==> config.mk <==
export PLATFORM = sky130hd
export DESIGN_NAME = lagged_fibonacci_range_rng_unit
export DESIGN_NICKNAME = d
export VERILOG_FILES = /design/src/sv/lfr_pkg.sv /design/src/sv/lfr_ram.sv /design/src/sv/lagged_fibonacci_range_rng_unit.sv
export VERILOG_INCLUDE_DIRS = /design/src /design/src/sv
export SDC_FILE = /design/constraint.sdc
export NUM_CORES = 2
export LEC_CHECK = 0
export BUFFER_PORTS_ARGS = -buffer_cell sky130_fd_sc_hd__buf_2
export CORE_MARGIN = 2
export CORE_UTILIZATION = 57
export DETAILED_ROUTE_END_ITERATION = 16
export PLACE_DENSITY = 0.87
export REMOVE_ABC_BUFFERS = 1
export SLEW_MARGIN = 20
export SYNTH_ARGS = -nofsm -noshare
export SYNTH_HDL_FRONTEND = slang
export SYNTH_HIERARCHICAL = 1
export SYNTH_SLANG_ARGS = --single-unit
export TNS_END_PERCENT = 20
==> constraint.sdc <==
create_clock -name i_clk -period 6.8 [get_ports i_clk]
set_clock_uncertainty 0.2 [all_clocks]
set_input_delay 0.68 -clock i_clk [delete_from_list [all_inputs] [get_ports i_clk]]
set_output_delay 0.68 -clock i_clk [all_outputs]
set_load 0.03 [all_outputs]
==> src/sv/lagged_fibonacci_range_rng_unit_assert.svh <==
// Assertion macros for the lagged Fibonacci range generator.
// Used by the top level; needs i_clk and i_rst_n in scope.
`ifndef LAGGED_FIBONACCI_RANGE_RNG_UNIT_ASSERT_SVH
`define LAGGED_FIBONACCI_RANGE_RNG_UNIT_ASSERT_SVH

// Check a condition in the same cycle as its trigger.
`define LFR_ASSERT_SAME(label, ante, cons) \
    label: assert property (@(posedge i_clk) disable iff (!i_rst_n) (ante) |-> (cons)) \
        else $error("lfr assertion failed");

// Check a condition in the cycle after its trigger.
`define LFR_ASSERT_NEXT(label, ante, cons) \
    label: assert property (@(posedge i_clk) disable iff (!i_rst_n) (ante) |=> (cons)) \
        else $error("lfr assertion failed");

`endif

==> src/sv/lfr_pkg.sv <==
// Shared types and constants of the lagged Fibonacci range generator.
// No dependencies; used by the top level.
package lfr_pkg;

    localparam int SHORT_LAG = 24;
    localparam int WORD_W    = 30;
    localparam int DROP_BITS = 6;
    localparam int DRAW_W    = WORD_W - DROP_BITS;

    typedef enum logic [1:0] {
        ACT_SEED  = 2'd0,
        ACT_RANGE = 2'd1,
        ACT_BITS  = 2'd2,
        ACT_NONE  = 2'd3
    } t_action;

    typedef enum logic [2:0] {
        ST_IDLE,
        ST_SEED,
        ST_SETUP,
        ST_READ,
        ST_ADD,
        ST_CHECK,
        ST_EMIT
    } t_state;

    // Set every bit at and below the top set bit.
    function automatic logic [31:0] smear32(input logic [31:0] v);
        logic [31:0] s;
        s = v;
        for (int i = 0; i < 5; i++) begin
            s = s | (s >> (1 << i));
        end
        return s;
    endfunction

endpackage

==> src/sv/lfr_ram.sv <==
// Generic RAM: one write port, two read ports with registered read data.
// No dependencies.
module lfr_ram #(
    parameter int WIDTH = 30,
    parameter int DEPTH = 55
) (
    input  logic                     i_clk,
    input  logic                     i_we,
    input  logic [$clog2(DEPTH)-1:0] i_waddr,
    input  logic [WIDTH-1:0]         i_wdata,
    input  logic [$clog2(DEPTH)-1:0] i_raddr_a,
    input  logic [$clog2(DEPTH)-1:0] i_raddr_b,
    output logic [WIDTH-1:0]         o_rdata_a,
    output logic [WIDTH-1:0]         o_rdata_b
);

    logic [WIDTH-1:0] mem [DEPTH];

    // Write one word, read two words into registers
    always_ff @(posedge i_clk) begin
        if (i_we) begin
            mem[i_waddr] <= i_wdata;
        end
        o_rdata_a <= mem[i_raddr_a];
        o_rdata_b <= mem[i_raddr_b];
    end

endmodule

==> src/sv/lagged_fibonacci_range_rng_unit.sv <==
// Additive lagged Fibonacci generator (lags 55/24) with range and bit-mask draws.
// Depends on lfr_pkg, lfr_ram and lagged_fibonacci_range_rng_unit_assert.svh.
//
//   channel | direction | handshake                  | payload
//   --------+-----------+----------------------------+-------------------------------------
//   in      | input     | i_in_valid / o_in_ready    | action, seed, range low/high, width
//   out     | output    | o_out_valid / i_out_ready  | value, status
//
// Seed: accept, table writes (one word a cycle, the whole table), then emit.
// Range draw: accept, span setup, then tries (each a RAM read, shared add and
// write-back, then compare), then emit; a try is repeated while the masked draw is not
// below the span.
// Bits draw: accept, one try, emit. Unseeded or unused actions: accept, emit.
// Reset clears control state only; the table needs no clearing pass.
// A result waits in the emit state while the output register is full; input is
// taken whenever the sequencer is idle, even with a result still on the output.
module lagged_fibonacci_range_rng_unit #(
    parameter int TABLE_WORDS = 55
) (
    input  logic               i_clk,
    input  logic               i_rst_n,
    input  logic               i_in_valid,
    output logic               o_in_ready,
    input  logic [1:0]         i_action,
    input  logic [31:0]        i_seed_value,
    input  logic signed [31:0] i_range_low,
    input  logic signed [31:0] i_range_high,
    input  logic [4:0]         i_bit_width,
    output logic               o_out_valid,
    input  logic               i_out_ready,
    output logic signed [31:0] o_value,
    output logic               o_status
);

    `include "lagged_fibonacci_range_rng_unit_assert.svh"

    localparam int IW  = $clog2(TABLE_WORDS);
    localparam int GAP = TABLE_WORDS - lfr_pkg::SHORT_LAG;
    localparam logic [IW-1:0] LAST_IDX    = IW'(TABLE_WORDS - 1);
    localparam logic [IW-1:0] PARTNER_RST = IW'(GAP);
    localparam logic [IW-1:0] WRAP_AT     = IW'(TABLE_WORDS - GAP);

    // Control registers
    lfr_pkg::t_state  r_state, n_state;
    logic [IW-1:0]    r_widx, n_widx;
    logic [IW-1:0]    r_pidx, n_pidx;
    logic             r_seeded, n_seeded;
    logic             r_out_valid, n_out_valid;
    logic [IW-1:0]    r_cnt, n_cnt;

    // Payload registers
    lfr_pkg::t_action                  r_act, n_act;
    logic signed [31:0]                r_lo, n_lo;
    logic signed [31:0]                r_hi, n_hi;
    logic [31:0]                       r_mask, n_mask;
    logic [31:0]                       r_span_m1, n_span_m1;
    logic [lfr_pkg::WORD_W-1:0]        r_f0, n_f0;
    logic [lfr_pkg::WORD_W-1:0]        r_f1, n_f1;
    logic [lfr_pkg::DRAW_W-1:0]        r_k, n_k;
    logic signed [31:0]                r_res_value, n_res_value;
    logic                              r_res_status, n_res_status;
    logic signed [31:0]                r_value, n_value;
    logic                              r_status, n_status;

    // Table RAM and shared adder
    logic                       ram_we;
    logic [IW-1:0]              ram_waddr;
    logic [lfr_pkg::WORD_W-1:0] ram_wdata;
    logic [lfr_pkg::WORD_W-1:0] ram_rd_a, ram_rd_b;
    logic [lfr_pkg::WORD_W-1:0] w_add_a, w_add_b, w_sum;
    logic signed [32:0]         w_diff;
    logic [IW-1:0]              w_widx_next, w_pidx_next, w_pidx_expect;
    logic [31:0]                w_k_ext;
    logic                       w_slot_free;
    logic                       w_unseeded_draw;

    lfr_ram #(
        .WIDTH(lfr_pkg::WORD_W),
        .DEPTH(TABLE_WORDS)
    ) u_table (
        .i_clk    (i_clk),
        .i_we     (ram_we),
        .i_waddr  (ram_waddr),
        .i_wdata  (ram_wdata),
        .i_raddr_a(r_widx),
        .i_raddr_b(r_pidx),
        .o_rdata_a(ram_rd_a),
        .o_rdata_b(ram_rd_b)
    );

    // Share one 30-bit adder between seeding and drawing
    assign w_add_a = (r_state == lfr_pkg::ST_SEED) ? r_f1 : ram_rd_a;
    assign w_add_b = (r_state == lfr_pkg::ST_SEED) ? r_f0 : ram_rd_b;
    assign w_sum   = w_add_a + w_add_b;

    // Exact span minus one, index advance and the lag relation between indices
    assign w_diff        = {r_hi[31], r_hi} - {r_lo[31], r_lo};
    assign w_widx_next   = (r_widx == LAST_IDX) ? '0 : r_widx + IW'(1);
    assign w_pidx_next   = (r_pidx == LAST_IDX) ? '0 : r_pidx + IW'(1);
    assign w_pidx_expect = (r_widx >= WRAP_AT) ? r_widx - WRAP_AT : r_widx + PARTNER_RST;
    assign w_k_ext       = {{(32 - lfr_pkg::DRAW_W){1'b0}}, r_k};
    assign w_slot_free   = !r_out_valid || i_out_ready;

    // Draw request taken while the table is still unseeded
    assign w_unseeded_draw = o_in_ready && i_in_valid && !r_seeded
                             && (i_action == lfr_pkg::ACT_RANGE
                                 || i_action == lfr_pkg::ACT_BITS);

    assign o_in_ready  = (r_state == lfr_pkg::ST_IDLE);
    assign o_out_valid = r_out_valid;
    assign o_value     = r_value;
    assign o_status    = r_status;

    // Sequence next state, table access and result
    always_comb begin
        n_state      = r_state;
        n_widx       = r_widx;
        n_pidx       = r_pidx;
        n_seeded     = r_seeded;
        n_cnt        = r_cnt;
        n_act        = r_act;
        n_lo         = r_lo;
        n_hi         = r_hi;
        n_mask       = r_mask;
        n_span_m1    = r_span_m1;
        n_f0         = r_f0;
        n_f1         = r_f1;
        n_k          = r_k;
        n_res_value  = r_res_value;
        n_res_status = r_res_status;
        n_value      = r_value;
        n_status     = r_status;
        n_out_valid  = r_out_valid && !i_out_ready;
        ram_we       = 1'b0;
        ram_waddr    = r_widx;
        ram_wdata    = w_sum;

        case (r_state)
            lfr_pkg::ST_IDLE: begin
                if (i_in_valid) begin
                    n_act        = lfr_pkg::t_action'(i_action);
                    n_lo         = i_range_low;
                    n_hi         = i_range_high;
                    n_mask       = ~(32'hFFFF_FFFF << i_bit_width);
                    n_f1         = i_seed_value[lfr_pkg::WORD_W-1:0];
                    n_cnt        = '0;
                    n_res_value  = '0;
                    n_res_status = 1'b0;
                    case (lfr_pkg::t_action'(i_action))
                        lfr_pkg::ACT_SEED: begin
                            n_state = lfr_pkg::ST_SEED;
                        end
                        lfr_pkg::ACT_RANGE: begin
                            n_state      = r_seeded ? lfr_pkg::ST_SETUP : lfr_pkg::ST_EMIT;
                            n_res_status = !r_seeded;
                        end
                        lfr_pkg::ACT_BITS: begin
                            n_state      = r_seeded ? lfr_pkg::ST_READ : lfr_pkg::ST_EMIT;
                            n_res_status = !r_seeded;
                        end
                        default: begin
                            n_state = lfr_pkg::ST_EMIT;
                        end
                    endcase
                end
            end
            lfr_pkg::ST_SEED: begin
                // Write seed, then 1, then running Fibonacci sums
                ram_we    = 1'b1;
                ram_waddr = r_cnt;
                if (r_cnt == '0) begin
                    ram_wdata = r_f1;
                end else if (r_cnt == IW'(1)) begin
                    ram_wdata = lfr_pkg::WORD_W'(1);
                end else begin
                    ram_wdata = w_sum;
                end
                n_f0  = r_f1;
                n_f1  = ram_wdata;
                n_cnt = r_cnt + IW'(1);
                if (r_cnt == LAST_IDX) begin
                    n_widx   = '0;
                    n_pidx   = PARTNER_RST;
                    n_seeded = 1'b1;
                    n_state  = lfr_pkg::ST_EMIT;
                end
            end
            lfr_pkg::ST_SETUP: begin
                // Span of at most one returns the low bound without a draw
                if (w_diff[32] || (w_diff == '0)) begin
                    n_res_value = r_lo;
                    n_state     = lfr_pkg::ST_EMIT;
                end else begin
                    n_span_m1 = w_diff[31:0];
                    n_mask    = lfr_pkg::smear32(w_diff[31:0]);
                    n_state   = lfr_pkg::ST_READ;
                end
            end
            lfr_pkg::ST_READ: begin
                n_state = lfr_pkg::ST_ADD;
            end
            lfr_pkg::ST_ADD: begin
                // Store the sum back, advance both indices, mask the draw
                ram_we  = 1'b1;
                n_k     = w_sum[lfr_pkg::WORD_W-1:lfr_pkg::DROP_BITS]
                          & r_mask[lfr_pkg::DRAW_W-1:0];
                n_widx  = w_widx_next;
                n_pidx  = w_pidx_next;
                n_state = lfr_pkg::ST_CHECK;
            end
            lfr_pkg::ST_CHECK: begin
                if (r_act == lfr_pkg::ACT_BITS) begin
                    n_res_value = $signed(w_k_ext);
                    n_state     = lfr_pkg::ST_EMIT;
                end else if (w_k_ext <= r_span_m1) begin
                    n_res_value = r_lo + $signed(w_k_ext);
                    n_state     = lfr_pkg::ST_EMIT;
                end else begin
                    n_state = lfr_pkg::ST_READ;
                end
            end
            lfr_pkg::ST_EMIT: begin
                // Hold the result until the output register is free
                if (w_slot_free) begin
                    n_out_valid = 1'b1;
                    n_value     = r_res_value;
                    n_status    = r_res_status;
                    n_state     = lfr_pkg::ST_IDLE;
                end
            end
            default: begin
                n_state = lfr_pkg::ST_IDLE;
            end
        endcase
    end

    // Control state with synchronous reset
    always_ff @(posedge i_clk) begin
        if (!i_rst_n) begin
            r_state     <= lfr_pkg::ST_IDLE;
            r_widx      <= '0;
            r_pidx      <= PARTNER_RST;
            r_seeded    <= 1'b0;
            r_out_valid <= 1'b0;
            r_cnt       <= '0;
        end else begin
            r_state     <= n_state;
            r_widx      <= n_widx;
            r_pidx      <= n_pidx;
            r_seeded    <= n_seeded;
            r_out_valid <= n_out_valid;
            r_cnt       <= n_cnt;
        end
    end

    // Payload registers
    always_ff @(posedge i_clk) begin
        r_act        <= n_act;
        r_lo         <= n_lo;
        r_hi         <= n_hi;
        r_mask       <= n_mask;
        r_span_m1    <= n_span_m1;
        r_f0         <= n_f0;
        r_f1         <= n_f1;
        r_k          <= n_k;
        r_res_value  <= n_res_value;
        r_res_status <= n_res_status;
        r_value      <= n_value;
        r_status     <= n_status;
    end

    `LFR_ASSERT_SAME(a_pidx_lag, 1'b1, r_pidx == w_pidx_expect)
    `LFR_ASSERT_SAME(a_write_unseeded, ram_we && !r_seeded, r_state == lfr_pkg::ST_SEED)
    `LFR_ASSERT_NEXT(a_unseeded_status, w_unseeded_draw, r_state == lfr_pkg::ST_EMIT && r_res_status)
    `LFR_ASSERT_SAME(a_status_value, r_out_valid && r_status, r_value == '0)

endmodule
==> flow_summary.yaml <==
outcome:
  outcome: "complete, no violations"
drt:
  first_pass_iters: 7
  num_vias: 62834
  drt-initial-drc-count: 11698
  routed.top_layer: "met5"
  ant_nets: 0
  via_per_inst: 7.563
  wl_met3_mm: 46.54
  dr_wl_met2_mm: 135.2
  met1Wirelength_mm: 94.15
  drc: 0
  wl_per_cell_um: 36.42
  wl_mm: 302.6
grt:
  track_usage_pct: 34.74
  grt_pass1_wl_mm: 430.5
  grt_pass1_vias: 62248
  grt_remaining_overflow: 0
  grt_max_degree: 170
  antenna_found_initial: 19
timing:
  whs_ns: 0.03275
  grt_setup_unrepaired: "no"
  worstMarginPinSlew_ns: 1.388
  max_freq_mhz: 167.5
  relSlewSlack_pct: 6.151
  fin_tns_setup_ns: 0
  layout_setup_ws_ns: 0.8304
  hold_violations: 0
  period_needed_ns: 5.970
  setup_viol: 0
  period_share_pct: 87.79
  slew_violations: 0
placed_design:
  place_ws_ns: 1.057
  routabilityCongestion: 0.9542
  dp_hpwl_mm: 178.2
  place_inst: 7854
  portBuffers: 139
worst_setup_path:
  arrival_ns: 6.43
  required_ns: 7.27
  cp-start-kind: "register"
  reg2reg_setup_slack_ns: 0.83
  path_max_fanout: 79
  end_kind: "register"
  critical_path_class: "register to register"
die:
  boundaryPins: 142
  initial_core_util_pct: 57.39
  die_w_um: 414.1
  rows: 150
  dieArea_sq_um: 171500
  die_h_um: 414.1
  core_sq_um: 167000
synthesis:
  synth_top_area_share_pct: 60.20
  synth_commonest_cells: "edfxtp_1, mux4_2, nand2_1, mux2i_1, nor2_1"
  synth_ff_type: "edfxtp_1"
  synth_edf_count: 1922
  ys_seq_area_share_pct: 61.94
  synth_cells: 5730
  yosysTopAreaCell: "edfxtp_1"
  yosys-top-cells-area: "edfxtp_1, mux4_2, mux2i_1, dfxtp_1, ha_1"
  synth.most_common_cell: "edfxtp_1"
  syn_area_sq_um: 95870
  synth.avg_cell_area_sq_um: 16.73
  yosysWarningCount: 6
  synthArstFlopShare_pct: 0
  synth-seq-cells: 2005
  yosysUniqueCellTypes: 91
power_and_ir_drop:
  max-vdd-ir-drop_uv: 898.3
  power_leakage_nw: 35.35
  power_density_nw_per_um2: 590.0
clock_tree:
  post_cts_buffers: 0
  cts_buffers: 191
  cts_resized: 0
  path_clk_slew_ns: 0.06
  clock_path_buffers: 3
  worst_skew_pair.late_latency_ns: 0.88
  cts_tree: "done"
  ctsHtreeMaxLevel: 4
  cts-root-buf: "clkbuf_16"
  clock_sinks: 2005
cells_and_area:
  drive_gt1_share_pct: 26.24
  stdcell_count: 8308
  syn_to_final_growth_pct: 11.58
  fin_nets: 6164
job:
  maxCapViolations: 0
hold_path:
  hold_class: "input port to register"
[repair_timing]
action | CTS | global route
endpoints found under the setup margin | 0 | 0
hold buffers | 76 | 0
hold endpoints to repair | 76 | 0
[worst max-delay path, stage by stage, from the launching register on]
cell     delay, ns
dfxtp_1       0.67
nand2_4       0.35
inv_4         0.44
buf_12        0.36
nand2_1       0.10
nand2_1       0.10
ha_1          0.31
a21oi_1       0.15
o21ai_0       0.12
a21oi_1       0.17
o31ai_1       0.17
a31o_2        0.32
o22ai_1       0.41
o31a_1        0.30
mux2i_1       0.28
nor2_1        0.18
o21ai_4       0.68
buf_4         0.39
[final cells by class]
class	instances	area [sq um]
fillers	10601	60070
flip-flops and latches	2005	59410
multi-input cells	3237	34600
clock buffers	249	5220
repair buffers	405	3337
well taps	2204	2758
clock inverters	110	1279
inverters	92	347.8
diodes	6	15.01
[sequential cells by signal (all words and copies together), names as in the netlist, 24 cells and up]
name               flops
r_span_m1             32
r_f1                  30
o_value               32
u_table/mem         1650
r_res_value           32
u_table/o_rdata_a     30
r_k                   24
r_mask                24
r_hi                  32
r_lo                  32
u_table/o_rdata_b     30
r_f0                  30
[routing by layer]
layer | up-vias | GRT usage, %
met5 | - | 0
met4 | 14 | 24.62
met3 | 1356 | 10.62
met2 | 6333 | 52.09
met1 | 31051 | 43.44
li1 | 24080 | -
[path summary, 6_finish.rpt]
kind | cells after the start | from | to
max | 17 | r_state[0] | u_table/mem[49][27]
max reg2reg | 17 | r_state[0] | u_table/mem[49][27]
min reg2reg | 0 | r_res_value[14] | o_value[14]
min | 3 | i_seed_value[12] | r_f1[12]
[through the flow]
stage	power [W]	utilization, %	area, sq um
6_report	0.06311	64.04	107000
5_1_grt	0.06471	64.03	107000
4_1_cts	0.06184	63.83	106600
3_3_place_gp	0.04954	59.45	99300
3_5_place_dp	0.05079	59.49	99360
2_1_floorplan	0.04250	-	93770
[where the power goes]
group	internal (W)	switching [W]	total, W
clock	0.00619	0.00484	0.0110
sequential	0.0248	0.000819	0.0256
combinational	0.00732	0.0192	0.0265
total	0.0383	0.0248	0.0631
[logic make-up (layout without fill, tap and decap cells)]
logic type	count (synthesis)	after routing	synth area share (%)
other	0	6	0
xor gates and xnor gates	60	60	0.5481
adders and majority gates	125	125	1.655
DFF	2005	2005	61.94
and+or+nand+nor	987	987	4.850
muxes	1092	1092	21.52
buffers and inverters	488	856	2.554
AOI/OAI and AO/OA	973	973	6.939
[cell usage in the layout (no fill, tap or decap), types with 41 or more instances in the layout]
cell type	Yosys	routed
a211oi_1	73	72
a21o_1	55	55
a21oi_1	114	114
buf_2	107	139
buf_4	68	159
clkbuf_16	0	193
dfxtp_1	83	72
dlygate4sd3_1	0	76
edfxtp_1	1922	1922
ha_1	122	122
inv_1	91	90
mux2_2	72	72
mux2i_1	252	252
mux4_2	768	768
nand2_1	401	398
nand3_1	48	48
nor2_1	214	157
nor2_4	0	56
nor2b_1	62	60
o211ai_1	77	77
o21ai_0	173	168
o22ai_1	147	147
or3_1	43	41
Note: power is estimated with default switching activity, not from simulation.
